`src/rtl/pptb_pkg.sv`:
```
`default_nettype none

package pptb_pkg;

    localparam int TEX_MAX_W = 64;
    localparam int TEX_MAX_H = 64;
    localparam int TEX_BYTES = 4096;
    localparam int ADDR_W    = $clog2(TEX_BYTES);
    localparam int QDEPTH    = 2;
    localparam int QPTR_W    = (QDEPTH > 1) ? $clog2(QDEPTH) : 1;

    localparam logic [1:0] CMD_LOAD  = 2'd0;
    localparam logic [1:0] CMD_START = 2'd1;
    localparam logic [1:0] CMD_ROW   = 2'd2;

    localparam logic [2:0] KIND_PIXEL    = 3'd0;
    localparam logic [2:0] KIND_ACCEPTED = 3'd1;
    localparam logic [2:0] KIND_REJECTED = 3'd2;
    localparam logic [2:0] KIND_EMPTY    = 3'd3;
    localparam logic [2:0] KIND_FINISHED = 3'd4;

    localparam logic [2:0] CFG_TEX_WIDTH     = 3'd0;
    localparam logic [2:0] CFG_TEX_HEIGHT    = 3'd1;
    localparam logic [2:0] CFG_BPP_LOG2      = 3'd2;
    localparam logic [2:0] CFG_KEY_ENABLE    = 3'd3;
    localparam logic [2:0] CFG_KEY_COLOR     = 3'd4;
    localparam logic [2:0] CFG_SCREEN_WIDTH  = 3'd5;
    localparam logic [2:0] CFG_SCREEN_HEIGHT = 3'd6;

    typedef struct packed {
        logic [1:0]        cmd;
        logic [ADDR_W-1:0] byte_addr;
        logic [7:0]        byte_data;
        logic [15:0]       dest_x;
        logic [15:0]       dest_y;
        logic              use_rect;
        logic [5:0]        rect_x;
        logic [5:0]        rect_y;
        logic [6:0]        rect_w;
        logic [6:0]        rect_h;
    } item_t;

    typedef struct packed {
        logic [2:0]  kind;
        logic [15:0] screen_x;
        logic [15:0] screen_y;
        logic [7:0]  color;
        logic        last;
    } res_t;

    typedef struct packed {
        logic [6:0]  tex_width;
        logic [6:0]  tex_height;
        logic [1:0]  bpp_log2;
        logic        key_enable;
        logic [7:0]  key_color;
        logic [15:0] screen_width;
        logic [15:0] screen_height;
    } cfg_t;

    typedef enum logic [1:0] {
        OP_LOAD  = 2'd0,
        OP_START = 2'd1,
        OP_ROW   = 2'd2
    } op_t;

    typedef struct packed {
        op_t               op;
        logic              ok;
        logic [ADDR_W-1:0] byte_addr;
        logic [7:0]        byte_data;
        logic [15:0]       dest_x;
        logic [15:0]       dest_y;
        logic [5:0]        col_start;
        logic [6:0]        col_end;
        logic [5:0]        row_start;
        logic [6:0]        row_end;
    } entry_t;

    function automatic logic [6:0] clamp7(input logic [6:0] v, input logic [6:0] lim);
        return (v < lim) ? v : lim;
    endfunction

endpackage

`default_nettype wire

```
`src/rtl/pptb_queue.sv`:
```
`default_nettype none

module pptb_queue
    import pptb_pkg::*;
(
    input  wire logic   clk,
    input  wire logic   rst_n,
    input  wire logic   push,
    input  wire entry_t din,
    input  wire logic   pop,
    output entry_t      dout,
    output logic        valid,
    output logic        full
);

    entry_t            entries_reg [QDEPTH];
    logic [QPTR_W-1:0] wr_ptr_reg;
    logic [QPTR_W-1:0] wr_ptr_next;
    logic [QPTR_W-1:0] rd_ptr_reg;
    logic [QPTR_W-1:0] rd_ptr_next;
    logic [QPTR_W:0]   count_reg;
    logic [QPTR_W:0]   count_next;

    assign valid = (count_reg != '0);
    assign full  = (count_reg == (QPTR_W+1)'(QDEPTH));
    assign dout  = entries_reg[rd_ptr_reg];

    always_comb
    begin
        wr_ptr_next = wr_ptr_reg;
        rd_ptr_next = rd_ptr_reg;
        count_next  = count_reg;
        if (push)
        begin
            wr_ptr_next = (wr_ptr_reg == QPTR_W'(QDEPTH - 1)) ? '0 : wr_ptr_reg + 1'b1;
        end
        if (pop)
        begin
            rd_ptr_next = (rd_ptr_reg == QPTR_W'(QDEPTH - 1)) ? '0 : rd_ptr_reg + 1'b1;
        end
        if (push && !pop)
        begin
            count_next = count_reg + 1'b1;
        end
        else if (pop && !push)
        begin
            count_next = count_reg - 1'b1;
        end
    end

    always_ff @(posedge clk or negedge rst_n)
    begin
        if (!rst_n)
        begin
            wr_ptr_reg <= '0;
            rd_ptr_reg <= '0;
            count_reg  <= '0;
        end
        else
        begin
            wr_ptr_reg <= wr_ptr_next;
            rd_ptr_reg <= rd_ptr_next;
            count_reg  <= count_next;
        end
    end

    always_ff @(posedge clk)
    begin
        if (push)
        begin
            entries_reg[wr_ptr_reg] <= din;
        end
    end

endmodule

`default_nettype wire

```
`config.mk`:
```
export PLATFORM = sky130hd
export DESIGN_NAME = pptb_queue
export DESIGN_NICKNAME = d
export VERILOG_FILES = /design/src/rtl/pptb_pkg.sv /design/src/rtl/pptb_queue.sv
export SDC_FILE = /design/constraint.sdc
export NUM_CORES = 1
export LEC_CHECK = 0
export BUFFER_PORTS_ARGS = -buffer_cell sky130_fd_sc_hd__buf_4
export CAP_MARGIN = 20
export CORE_MARGIN = 4
export CORE_UTILIZATION = 45
export DETAILED_ROUTE_END_ITERATION = 16
export PLACE_DENSITY_LB_ADDON = 0.1
export SLEW_MARGIN = 20
export SYNTH_ARGS = -nofsm -noshare
export SYNTH_HDL_FRONTEND = slang
export SYNTH_SLANG_ARGS = --single-unit
```
`constraint.sdc`:
```
create_clock -name clk -period 12.2 [get_ports clk]
set_clock_uncertainty 0.2 [all_clocks]
set_input_delay 1.22 -clock clk [delete_from_list [all_inputs] [get_ports clk]]
set_output_delay 1.22 -clock clk [all_outputs]
set_load 0.02 [all_outputs]
```
# Yosys cells after proc, flatten, opt, wreduce, memory -nomap -nowiden
# Memories as Yosys holds them, arrays and structs flattened.
# Index checks and enable logic that the tools add are counted.
[totals]
elab_cells = 21
output_inout_bits = 83
memories = 1
in_bits = 85
ramBits = 162
regBits = 4
[mem_list]
columns = ["memory", "words", "width", "read_ports", "rd_clocked_by_memory_dff", "wr", "line", "text"]
rows = [
  ["entries_reg", 2, 81, 1, 0, 1, "pptb_queue.sv:16", "entry_t entries_reg [QDEPTH];"],
]
[op_classes]
mux = 6
addsub = 4
n_eq_ne = 1
n_reduce_logical = 6
[ops]
columns = ["op", "n"]
rows = [
  ["two-way mux 1 bit", 4],
  ["two-way mux 2 bit", 2],
  ["nonzero test 2 bit", 2],
  ["adder 1 bit, second input constant", 2],
  ["adder 2 x 1 -> 2 bit, second input constant", 1],
  ["equality test 2 bit, second input constant", 1],
  ["logical AND 1 bit", 2],
  ["logical NOT 1 bit", 2],
  ["subtractor 2 x 1 -> 2 bit, second input constant", 1],
]

# Longest topological paths before layout
[logic_depth]
ltp_word = 4
ltp_mapped = 5
ltp_nobuf = 5

# Worst setup path before layout
# Ideal clock, no wire load.
[synth_path]
path_kind = "input -> register"
startpoint = "input push"
endpoint = "memory entries_reg[0][0] in the netlist's numbering, enable pin"
setup_ps = 531
path_buffers = 0
arrival_ps = 4761
required_time_ps = 11469
path_stages = 1
path_slack_ps = 6709
path_cell_list = "nor2b_1"
[synth_via]
elab_chain_len = 2
[synth_rtl]
columns = ["element", "line", "text"]
rows = [
  ["start: declaration", "pptb_queue.sv:8", "input wire logic push,"],
  ["two-way mux 1 bit", "pptb_queue.sv:69", "if (push)"],
  ["two-way mux 1 bit (not written as such)", "pptb_queue.sv:71", "entries_reg[wr_ptr_reg] <= din;"],
  ["end: declaration", "pptb_queue.sv:16", ""],
]
# No other way between the ends.

==> results.py <==
metrics = {
    "global_route": {
        "antenna_found_initial": 0,
        "met1_usage_pct": 15.5,
        "grt_max_degree": 47,
        "grt-busiest-layer": "met2",
        "grt_pass1_wl_mm": 17.0,
        "gr-usage-all-layers_pct": 14.1,
        "grt.met2_usage_pct": 23.8,
        "gr-total-overflow": 0,
        "grt_use_met3_pct": 6.27,
        "grt_pass1_vias": 3280,
    },
    "setup_path": {
        "rr_endpoint": "entries_reg[0][78]",
        "slowest_delay_ns": 0.93,
        "timing.rr.start": "wr_ptr_reg",
        "crit_arrival_ns": 2.67,
        "path_cells": "buf_4 -> mux2_4 -> buf_4",
        "reg2reg_depth": 2,
        "startpoint_type": "register",
        "cpMaxStageDelayCell": "dfrtp_4",
        "reg2reg_slack_ns": 9.95,
        "worstPathMaxFanout": 42,
        "critical_path_required_ns": 10.78,
        "worstSetupEndpointType": "output port",
        "cpMostUsedCell": "buf_4",
        "cp_num_buf_inv": 2,
        "critical_path_class": "reg -> out",
        "cp_top_family": "flip-flops",
    },
    "logic_synthesis": {
        "ys_ff_latch": 166,
        "yosysTopAreaCellShare_pct": 75.6,
        "syn-num-nets": 354,
        "synth_edf_count": 162,
        "async_flop_share_pct": 2.41,
        "yosysWarnings": 0,
        "ys_seq_area_share_pct": 77.2,
        "syn_inst": 268,
        "synth.largest_area_cell": "edfxtp_1",
        "ys.flop_type": "edfxtp_1",
        "synthTopCellsByCount": "edfxtp_1 (162), mux2_4 (79), buf_12 (8)",
        "synth.area.top_cells": "edfxtp_1 (76%), mux2_4 (18%), buf_12 (2.5%), dfrtp_1 (1.6%), xor2_1 (0.54%)",
        "syn_avg_cell_area_sq_um": 24.0,
        "syn_area_sq_mm": 0.00643,
        "yosysUniqueCellTypes": 14,
        "synth.most_common_cell": "edfxtp_1",
    },
    "final_layout": {
        "nets": 535,
        "area_growth_pct": 30.9,
        "fill_cells": 1072,
        "diodes": 0,
        "seq_area_sq_mm": 0.00497,
        "largest_reg_flops": 162,
        "multi_input_area_sq_mm": 0.00130,
        "drive_gt1_share_pct": 61.5,
    },
    "timing": {
        "setup_violations": 0,
        "fmax_ghz": 0.244,
        "maxSlewHeadroom_pct": 47.8,
        "rsz0062_at_grt": "no",
        "tns_ns": 0,
        "setup_ws_ns": 8.11,
        "final_hold_viol_count": 0,
        "tightest_slew_ns": 0.783,
        "layout_min_cycle_time_ns": 4.09,
        "drv_slew": 0,
        "fin_crit_sh_pct": 33.6,
    },
    "clock_tree": {
        "cts_buffers": 17,
        "cts_sinks": 166,
        "clk_pin_slew_ns": 0.06,
        "cts_setup_buffers": 0,
        "insertion_delay_ns": 0.41,
        "cts_tree": "done",
        "root_buffer": "clkbuf_16",
        "clockBufferDepth": 2,
        "cts_max_level": 4,
        "cts_resized": 0,
        "hold_buffers": 0,
    },
    "placed_design": {
        "globalplace.congestion": 0.706,
        "pre_cts_slack_ns": 8.52,
        "port_buffers": 167,
        "hpwl_mm": 7.47,
    },
    "floorplanning": {
        "dieArea_sq_mm": 0.0163,
        "num_rows": 43,
        "io_pins": 168,
        "dieWidth_um": 128,
        "initial_core_util_pct": 46.2,
        "fp.dieH_um": 128,
        "core-area_sq_mm": 0.0139,
    },
    "power_and_ir_drop": {
        "p_comb_share_pct": 33.9,
        "irDropWorstVdd_uv": 167,
        "p_int_mw": 1.48,
        "power_frac_clock_pct": 26.7,
        "p_per_area_mw_per_mm2": 248,
        "p_leak_nw": 3.40,
        "switching_share_pct": 29.0,
        "p_seq_share_pct": 39.4,
        "power.switching_mw": 0.605,
    },
    "detailed_routing": {
        "vias_per_cell": 4.75,
        "drtIter0Drc": 176,
        "first_pass_iters": 4,
        "wirelength_mm": 11.3,
        "vias": 3040,
        "drc": 0,
        "wl_per_cell_um": 17.6,
        "ant_nets": 0,
    },
    "job": {
        "cap_violations": 0,
    },
    "hold_path": {
        "hold_depth": 1,
        "min_path_type": "reg -> reg",
        "worstHoldStart": "count_reg[1]",
        "worstHoldEndpoint": "count_reg[1]",
    },
    "status": {
        "status": "completed",
    },
}
[cell type report]
| cell class | count | area share (%) |
|---|---|---|
| Tap cell | 180 | 2.67 |
| Multi-Input combinational cell | 92 | 15.5 |
| Sequential cell | 166 | 59.0 |
| Inverter | 1 | 0.0446 |
| Clock buffer | 20 | 5.18 |
| Clock inverter | 10 | 2.14 |
| Timing Repair Buffer | 171 | 15.5 |
[how the worst max path moves through the flow]
stage,from,to,slack [ns],depth (start not counted)
after floorplan,push,entries_reg[0][0],6.71,1
after global placement,rd_ptr_reg,dout[1],8.52,3
after detailed placement,rd_ptr_reg,dout[36],8.52,3
after CTS,rd_ptr_reg,dout[32],8.05,3
after global routing,rd_ptr_reg,dout[36],7.97,3
final,rd_ptr_reg,dout[36],8.11,3
[power by group through the flow]
stage | logic [mW] | registers [mW] | clock network [mW]
3_5_place_dp | 0.716 | 0.839 | 0
6_report | 0.709 | 0.823 | 0.558
3_3_place_gp | 0.716 | 0.833 | 0
5_1_grt | 0.751 | 0.836 | 0.594
2_1_floorplan | 0.547 | 0.801 | 0
4_1_cts | 0.719 | 0.827 | 0.570
[placed cells by master (no fill, tap or decap)]
cell / n
dfrtp_1: 3
nor2b_1: 1
clkinv_2: 3
nor2b_4: 1
mux2_2: 2
buf_4: 170
clkbuf_16: 17
xor2_1: 4
xnor2_1: 1
clkinvlp_4: 2
edfxtp_1: 162
bufinv_16: 5
and2_4: 1
mux2_4: 79
inv_1: 1
clkbuf_1: 3
ha_1: 1
dfrtp_4: 1
nor2_1: 1
buf_16: 1
or2_2: 1
[cell families after synthesis]
group / after synthesis / share of synthesized area (%)
buffers and inverters: 10 / 2.72
xor gates and xnor gates: 5 / 0.681
DFF: 166 / 77.2
adders and majority gates: 1 / 0.194
muxes: 81 / 18.8
and+or+nand+nor: 5 / 0.447
[stage by stage]
step	instance area, sq um	utilization (%)	cells	power, mW	hold slack (ns)
after detailed placement	7780	55.8	609	1.55	0.267
after floorplan	6430	-	268	1.35	0.247
after CTS	8390	60.2	639	2.12	0.284
after global routing	8420	60.4	640	2.18	0.302
final	8420	60.4	640	2.09	0.281
after global placement	7780	55.8	609	1.55	0.266
[layer usage]
| layer | part of all wire (%) | vias up |
|---|---|---|
| met2 | 52 | 108 |
| met1 | 38 | 1502 |
| met4 | 1.7 | 0 |
| met5 | 0 | - |
| met3 | 8.9 | 12 |
| li1 | - | 1418 |
Power figures use the tool's default switching activity.
