$ cat src/rtl/pptb_pkg.sv
`default_nettype none

package pptb_pkg;

    localparam int TEX_MAX_W = 64;
    localparam int TEX_MAX_H = 64;
    localparam int TEX_BYTES = 4096;
    localparam int ADDR_W    = $clog2(TEX_BYTES);
    localparam int QDEPTH    = 2;
    localparam int QPTR_W    = (QDEPTH > 1) ? $clog2(QDEPTH) : 1;

    localparam logic [1:0] CMD_LOAD  = 2'd0;
    localparam logic [1:0] CMD_START = 2'd1;
    localparam logic [1:0] CMD_ROW   = 2'd2;

    localparam logic [2:0] KIND_PIXEL    = 3'd0;
    localparam logic [2:0] KIND_ACCEPTED = 3'd1;
    localparam logic [2:0] KIND_REJECTED = 3'd2;
    localparam logic [2:0] KIND_EMPTY    = 3'd3;
    localparam logic [2:0] KIND_FINISHED = 3'd4;

    localparam logic [2:0] CFG_TEX_WIDTH     = 3'd0;
    localparam logic [2:0] CFG_TEX_HEIGHT    = 3'd1;
    localparam logic [2:0] CFG_BPP_LOG2      = 3'd2;
    localparam logic [2:0] CFG_KEY_ENABLE    = 3'd3;
    localparam logic [2:0] CFG_KEY_COLOR     = 3'd4;
    localparam logic [2:0] CFG_SCREEN_WIDTH  = 3'd5;
    localparam logic [2:0] CFG_SCREEN_HEIGHT = 3'd6;

    typedef struct packed {
        logic [1:0]        cmd;
        logic [ADDR_W-1:0] byte_addr;
        logic [7:0]        byte_data;
        logic [15:0]       dest_x;
        logic [15:0]       dest_y;
        logic              use_rect;
        logic [5:0]        rect_x;
        logic [5:0]        rect_y;
        logic [6:0]        rect_w;
        logic [6:0]        rect_h;
    } item_t;

    typedef struct packed {
        logic [2:0]  kind;
        logic [15:0] screen_x;
        logic [15:0] screen_y;
        logic [7:0]  color;
        logic        last;
    } res_t;

    typedef struct packed {
        logic [6:0]  tex_width;
        logic [6:0]  tex_height;
        logic [1:0]  bpp_log2;
        logic        key_enable;
        logic [7:0]  key_color;
        logic [15:0] screen_width;
        logic [15:0] screen_height;
    } cfg_t;

    typedef enum logic [1:0] {
        OP_LOAD  = 2'd0,
        OP_START = 2'd1,
        OP_ROW   = 2'd2
    } op_t;

    typedef struct packed {
        op_t               op;
        logic              ok;
        logic [ADDR_W-1:0] byte_addr;
        logic [7:0]        byte_data;
        logic [15:0]       dest_x;
        logic [15:0]       dest_y;
        logic [5:0]        col_start;
        logic [6:0]        col_end;
        logic [5:0]        row_start;
        logic [6:0]        row_end;
    } entry_t;

    function automatic logic [6:0] clamp7(input logic [6:0] v, input logic [6:0] lim);
        return (v < lim) ? v : lim;
    endfunction

endpackage

`default_nettype wire

$ cat src/rtl/pptb_front.sv
`default_nettype none

module pptb_front
    import pptb_pkg::*;
(
    input  wire logic   accept,
    input  wire item_t  item,
    input  wire cfg_t   cfg,
    output logic        push,
    output entry_t      entry
);

    logic [6:0] eff_w;
    logic [6:0] eff_h;
    logic [5:0] rx;
    logic [5:0] ry;
    logic [6:0] rw;
    logic [6:0] rh;
    logic [7:0] sum_x;
    logic [7:0] sum_y;

    always_comb
    begin
        eff_w = clamp7(cfg.tex_width, 7'(TEX_MAX_W));
        eff_h = clamp7(cfg.tex_height, 7'(TEX_MAX_H));
        if (item.use_rect)
        begin
            rx = item.rect_x;
            ry = item.rect_y;
            rw = item.rect_w;
            rh = item.rect_h;
        end
        else
        begin
            rx = 6'd0;
            ry = 6'd0;
            rw = eff_w;
            rh = eff_h;
        end
        sum_x = {2'b00, rx} + {1'b0, rw};
        sum_y = {2'b00, ry} + {1'b0, rh};

        entry.op        = OP_LOAD;
        entry.ok        = (sum_x <= {1'b0, eff_w}) && (sum_y <= {1'b0, eff_h});
        entry.byte_addr = item.byte_addr;
        entry.byte_data = item.byte_data;
        entry.dest_x    = item.dest_x;
        entry.dest_y    = item.dest_y;
        entry.col_start = rx;
        entry.col_end   = sum_x[6:0];
        entry.row_start = ry;
        entry.row_end   = sum_y[6:0];

        // unknown command codes are dropped here and never reach the back end
        unique case (item.cmd)
            CMD_LOAD:
            begin
                entry.op = OP_LOAD;
                push     = accept;
            end
            CMD_START:
            begin
                entry.op = OP_START;
                push     = accept;
            end
            CMD_ROW:
            begin
                entry.op = OP_ROW;
                push     = accept;
            end
            default:
            begin
                push = 1'b0;
            end
        endcase
    end

endmodule

`default_nettype wire

$ cat config.mk
export PLATFORM = sky130hd
export DESIGN_NAME = pptb_front
export DESIGN_NICKNAME = d
export VERILOG_FILES = /design/src/rtl/pptb_pkg.sv /design/src/rtl/pptb_front.sv
export SDC_FILE = /design/constraint.sdc
export NUM_CORES = 1
export LEC_CHECK = 0
export BUFFER_PORTS_ARGS = -buffer_cell sky130_fd_sc_hd__buf_4
export CORE_AREA = 4 4 84 86
export DETAILED_ROUTE_END_ITERATION = 10
export DIE_AREA = 0 0 88 90
export PLACE_DENSITY = 0.66
export SYNTH_ARGS = -nofsm -noshare
export SYNTH_HDL_FRONTEND = slang
export SYNTH_SLANG_ARGS = --single-unit
$ cat constraint.sdc
create_clock -name vclk -period 8.8
set_clock_uncertainty 0.2 [all_clocks]
set_input_delay 1.32 -clock vclk [all_inputs]
set_output_delay 1.32 -clock vclk [all_outputs]
set_load 0.005 [all_outputs]
* Word-level counts from Yosys, hierarchy flattened
Index checks and enable logic that the tools add are counted.
Word-level totals: register bits after elaboration 0, bits of input ports 139, output and inout bits 82, word-level logic and storage cells 19
Operators by class: $add $sub $neg 2, $lt $le $gt $ge 4, eq/ne operators 2, mux-type cells 8, reductions and logical operators 3
Operators by type and width (count):
- $mux 7 | 4
- $add 6x7->8 | 2
- $le 8x7->1 | 2
- $lt 7x7->1 const B | 2
- $mux 6 | 2
- $pmux 2 s2 | 1
- $reduce_or 3->1 | 1
- $eq 2x1->1 const B | 1
- $eq 2x2->1 const B | 1
- $logic_not 2->1 | 1
- $logic_and 1x1->1 | 1
- $mux 1 | 1

* Depth between registers and ports, before layout
Gate-level depths: netlist of run 1.
depth in word-level cells 6, depth in mapped cells 16, mapped depth without buffers 15

* Least setup slack after synthesis of run 1
OpenSTA, ideal clock, no wires.
path type input -> output, start input port item[26] (netlist bit), end output port entry[78] (netlist bit), data arrival time 4.107 ns, data required time 7.280 ns, setup slack 3.173 ns, stages on the path 14, buffers on the path 1, cell sequence buf_2 > mux2_2 > ha_1 > fa_1 > a21o_1 > a21oi_2 > o21bai_1 > a21oi_1 > xor2_1 > ha_1 > o22ai_1 > a31oi_1 > a221oi_2 > o221a_1
RTL lines:
- from (decl) | line pptb_front.sv:7 | input wire item_t item,
- to (decl) | line pptb_front.sv:10 | output entry_t entry

==> results of run 1 <==
## routing by layer
layer / track usage [%] / vias up / part of all wire, %
li1: - / 678 / -
met1: 9.83 / 564 / 37
met2: 17.3 / 54 / 50
met3: 2.29 / 12 / 12
met4: 1.41 / 0 / 1.2
met5: 0 / - / 0
## worst max-delay path: cells and delay by family
kind	cells	cell delay [ps]
AO/OA/AOI/OAI	8	1290
buffers and inverters	2	400
multiplexers	1	380
adder cells (fa/ha/maj)	3	930
XOR/XNOR	1	200
## stage by stage
| step | setup WS [ps] | cells | utilization, % | hold WS (ps) | area [um^2] |
|---|---|---|---|---|---|
| 6_report | 2750 | 297 | 27.5 | 2440 | 1730 |
| 2_1_floorplan | 3170 | 202 | - | 2470 | 1480 |
| 3_5_place_dp | 2680 | 297 | 27.5 | 2440 | 1730 |
| 4_1_cts | 2670 | 297 | 27.5 | 2440 | 1730 |
| 5_1_grt | 2480 | 297 | 27.5 | 2440 | 1730 |
| 3_3_place_gp | 2690 | 297 | 27.5 | 2440 | 1730 |
## power by group through the flow
stage	registers [W]	clock network (W)	logic, W
floorplan	0	0	0.0000940
global placement	0	0	0.000129
detailed placement	0	0	0.000131
CTS	0	0	0.000132
global route	0	0	0.000147
finish	0	0	0.000129
## cell usage in the layout, fill, tap and decap left out, types with 2 or more instances in the layout
master	netlist	layout
ha_1	26	26
a21oi_1	5	5
buf_4	52	74
a21o_1	6	6
o21ai_0	12	12
nand2_1	23	23
fa_1	2	2
xnor2_1	6	6
nor2_1	3	3
a211oi_1	2	2
nand3_1	3	3
nor2b_1	6	6
nand4_1	2	2
a21oi_2	3	3
mux2_2	2	2
o21bai_1	4	4
and2_1	12	12
xor2_1	3	3
inv_1	12	12
o21ai_1	2	2
## logic make-up after synthesis
| logic type | after synthesis |
|---|---|
| XOR/XNOR | 9 |
| adder cells (fa/ha/maj) | 28 |
| buffers and inverters | 68 |
| AND/OR/NAND/NOR | 50 |
| AO/OA/AOI/OAI | 44 |
| multiplexers | 3 |
## worst paths after layout
check      from   endpoint  slack (ps)  depth (start not counted)
max    item[26]  entry[78]        2750                         15
min    item[32]  entry[31]        2440                          0
## area by class of cell
type	count	share of cell area (%)
Inverter	12	2.61
Timing Repair Buffer	74	32.2
Multi-Input combinational cell	134	59.6
Tap cell	77	5.58
==> out/metrics.csv, run 1 <==
stage;metric;value;unit
run_status;status;finished clean;
layout;multi_input_area;0.00103;mm^2
drt;drt-pass1-iter-count;4;
yosys;synth_xor_area_share;5.33;%
layout;nFillCells;716;
pwr;switchingPower;0.0000587;W
yosys;syn_avg_cell_area;7.33;um^2
layout;ff_latch_area;0;um^2
drt;drtIter0Drc;18;
worst_setup_path;max_stage_delay;420;ps
pwr;p_sw_share;45.5;%
yosys;syn_area;0.00148;mm^2
layout;drive_gt1_share;37.3;%
yosys;syn_inst;202;
yosys;synth-simple-area-share;16.4;%
placement;place_hpwl;3.28;mm
clocking;post_cts_resized;0;
yosys;ys_warn_count;0;
pwr;combPwrFrac;100.0;%
pwr;power.total;0.000129;W
yosys;yosysTopAreaCellShare;26.4;%
sta;worst_pin_slew;345;ps
sta;hold_violations;0;
pwr;ir_worst_vdd;0.0000318;V
drt;wl_per_cell;12.5;um
global_route;grt_antenna_before_repair;0;
worst_setup_path;critPathKind;input pin to primary output;
worst_setup_path;worst_path_max_delay_cell;fa_1;
pwr;cellPowerDensity;74.8;mW/mm^2
drt;drtAntennaViolNets;0;
worst_setup_path;crit_fanout;37;
layout;clock_buffers;0;
drt;drc;0;
clocking;post_cts_buffers;0;
sta;period_minus_slack;6050;ps
yosys;synth_common_cells;buf_4, ha_1, nand2_1;
yosys;synth_compound_area_share;20.9;%
worst_setup_path;arrival;4530;ps
drt;routed_via_density;4.40;
pwr;p_seq_share;0;%
sta;setup_viol;0;
sta;tns;0;ps
floorplan;placementRows;29;
yosys;synth_most_common_cell;buf_4;
yosys;synth-adder-area-share;24.7;%
worst_setup_path;worstSetupStartpointType;input pin;
worst_setup_path;endpoint_kind;primary output;
layout;flops_and_latches;0;
yosys;synth_area_leaders;buf_4, ha_1, nand2_1, and2_1, o21ai_0;
global_route;grt_pass1_vias;1371;
sta;fmax;165;MHz
drt;wl;3.72;mm
floorplan;die_height;90;um
layout;nNetsFinal;389;
layout;syn2layout_area_growth;16.6;%
worst_setup_path;crit_chain;buf_4 > mux2_2 > ha_1 > fa_1 > a21o_1 > a21oi_2 > o21bai_1 > a21oi_1 > xor2_1 > ha_1 > o22ai_1 > a31oi_1 > a221oi_2 > o221a_1 > buf_4;
pwr;clkPwrFrac;0;%
yosys;synth_top_family_by_area;buffers and inverters;
placement;port_buffers;74;
floorplan;start_util;23.6;%
floorplan;die_x;88;um
sta;drv_slew;0;
drt;vias;1308;
worst_setup_path;crit_required;7280;ps
floorplan;core;0.00628;mm^2
floorplan;die_area;0.00792;mm^2
run;drv_cap;0;
clocking;holdBufCountCts;0;
yosys;synth.mux.area_fraction;2.20;%
hold_path;hold_path.class;input pin to primary output;
yosys;syn_nets;369;
yosys;synth_top_area_cell;buf_4;
layout;n_antenna_cell;0;
sta;rsz0062_at_grt;false;
sta;relSlewSlack;76.8;%
placement;place.gp.congestion;0.729;
global_route;grt_pass1_wl;6.07;mm
pwr;p_leak;0.910;nW
global_route;grtUsageTotal;9.02;%
yosys;seq_area_frac_synth;0;%
sta;post-route-period-util;68.8;%
global_route;grt.overflow.total;0;
global_route;grt_max_degree;38;
floorplan;io-pin-count;221;
yosys;yosys.cell_types.count;35;
pwr;p_int;0.0000704;W
Power figures use the tool's default switching activity.
==> run 2: changes to the inputs <==
CORE_AREA = 4 4 83 85   (was 4 4 84 86)
DIE_AREA = 0 0 87 89   (was 0 0 88 90)
PLACE_DENSITY = 0.71   (was 0.66)
clock period = 5.06 ns   (was 8.8 ns; I/O delays follow)
==> out/metrics.csv, run 2 (synthesis results as in run 1) <==
stage;metric;value;unit;change
worst_setup_path;critPathKind;input pin to primary output;;unchanged
layout;clock_buffers;0;;unchanged
floorplan;die_x;87;um;was 88 um
drt;wl_per_cell;12.8;um;was 12.5 um
layout;n_antenna_cell;0;;unchanged
global_route;grt_pass1_vias;1403;;was 1371
layout;final_common_cell;buf_4;;unchanged
sta;fmax;208;MHz;
worst_setup_path;crit_chain;buf_4 > mux2_2 > ha_1 > fa_1 > a21o_1 > a21oi_2 > o21bai_1 > a21oi_1 > xor2_1 > ha_1 > o22ai_1 > a31oi_1 > a221oi_2 > o221a_1 > buf_4;;unchanged
sta;drv_slew;0;;unchanged
drt;drt-pass1-iter-count;4;;unchanged
layout;nNetsFinal;391;;was 389
layout;flops_and_latches;0;;unchanged
placement;place.gp.congestion;0.816;;was 0.729
drt;routed-wl-met2;1.94;mm;was 1.85 mm
global_route;grt_pass1_wl;6.27;mm;was 6.07 mm
sta;setup_viol;0;;unchanged
floorplan;die_area;0.00774;mm^2;was 0.00792 mm^2
floorplan;core;0.00620;mm^2;was 0.00628 mm^2
hold_path;hold_path.class;input pin to primary output;;unchanged
layout;ff_latch_area;0;um^2;unchanged
sta;rsz0062_at_grt;false;;unchanged
drt;drt-met1-wl;1.46;mm;was 1.38 mm
clocking;holdBufCountCts;0;;unchanged
sta;tns;0;ps;unchanged
worst_setup_path;endpoint_kind;primary output;;unchanged
layout;drive_gt1_share;37.8;%;was 37.3%
drt;drc;0;;unchanged
clocking;post_cts_buffers;0;;unchanged
floorplan;die_height;89;um;was 90 um
layout;syn2layout_area_growth;17.8;%;was 16.6%
worst_setup_path;worstSetupStartpointType;input pin;;unchanged
drt;top_layer;met4;;unchanged
run_status;status;finished clean;;unchanged
drt;drtIter0Drc;51;;was 18
sta;finalHoldWorstSlack;1320;ps;was 2440 ps
drt;dr_wl_met3;376;um;was 452 um
floorplan;start_util;23.9;%;was 23.6%
pwr;p_leak;0.921;nW;was 0.910 nW
worst_setup_path;crit_fanout;16;;was 37
clocking;post_cts_resized;0;;unchanged
hold_path;min_path_cells;0;;unchanged
worst_setup_path;arrival;3840;ps;was 4530 ps
drt;vias;1356;;was 1308
sta;hold_violations;0;;unchanged
global_route;grt_max_degree;23;;was 38
sta;period_minus_slack;4800;ps;
placement;port_buffers;74;;unchanged
worst_setup_path;max_stage_delay;410;ps;was 420 ps
global_route;grt.overflow.total;0;;unchanged
sta;worst_pin_slew;342;ps;was 345 ps
global_route;grtUsageTotal;9.66;%;was 9.02%
layout;nFillCells;673;;was 716
placement;place_hpwl;3.43;mm;was 3.28 mm
sta;post-route-period-util;94.8;%;
layout;layout_common_cells;buf_4, ha_1, nand2_1;;unchanged
pwr;ir_worst_vdd;0.0000585;V;was 0.0000318 V
drt;routed_via_density;4.54;;was 4.40
global_route;grt_antenna_before_repair;0;;unchanged
floorplan;placementRows;29;;unchanged
sta;relSlewSlack;77.1;%;was 76.8%
worst_setup_path;crit_required;4100;ps;was 7280 ps
run;drv_cap;0;;unchanged
floorplan;io-pin-count;221;;unchanged
drt;wl;3.82;mm;was 3.72 mm
drt;drtAntennaViolNets;0;;unchanged
hold_path;hold_end;entry[33];;was entry[31]
pwr;cellPowerDensity;130;mW/mm^2;was 74.8 mW/mm^2
worst_setup_path;crit_buf_inv;2;;unchanged
hold_path;holdCritStartpoint;item[34];;was item[32]
worst_setup_path;cpLargestDelayFamily;compound AO/OA/AOI/OAI gates;;unchanged
worst_setup_path;worst_path_max_delay_cell;fa_1;;unchanged
## run 2: cell count changes in the layout (fill, tap and decap cells not counted), sizes merged
cell,delta
buf,+2
## run 2: final cells by class
type                       count  area, um^2  area share, %
inverter                      12        45.0           2.58
timing repair buffer          76         574           32.9
tap                           77        96.3           5.52
multi-input combinational    134        1030           59.0
## run 2: through the flow
| stage | setup WS, ps | cells | util, % | power [W] | instance area (um^2) |
|---|---|---|---|---|---|
| after global routing | 18.3 | 299 | 28.1 | 0.000257 | 1740 |
| after CTS | 196 | 299 | 28.1 | 0.000231 | 1740 |
| after floorplan | 555 | 202 | - | 0.000164 | 1480 |
| after detailed placement | 198 | 299 | 28.1 | 0.000230 | 1740 |
| after global placement | 247 | 299 | 28.1 | 0.000225 | 1740 |
| final | 263 | 299 | 28.1 | 0.000226 | 1740 |
## run 2: routing by layer
layer  vias to the layer above  global-route usage (%)
met5                         -                       0
met4                         0                    1.42
met3                         8                    1.47
met2                        58                    19.6
met1                       610                    10.6
li1                        680                       -
## run 2: where the power goes
group	leakage, nW	internal, W	switching, W
sequential	0	0	0
clock	0	0	0
combinational	0.921	0.000123	0.000103
total	0.921	0.000123	0.000103
## run 2: worst max path at each step
stage               startpoint         to  cells after the start
floorplan             item[26]  entry[78]                     14
global placement      item[26]  entry[78]                     16
detailed placement    item[26]  entry[78]                     16
CTS                   item[26]  entry[78]                     16
global route          item[26]  entry[78]                     15
finish                item[26]  entry[78]                     15
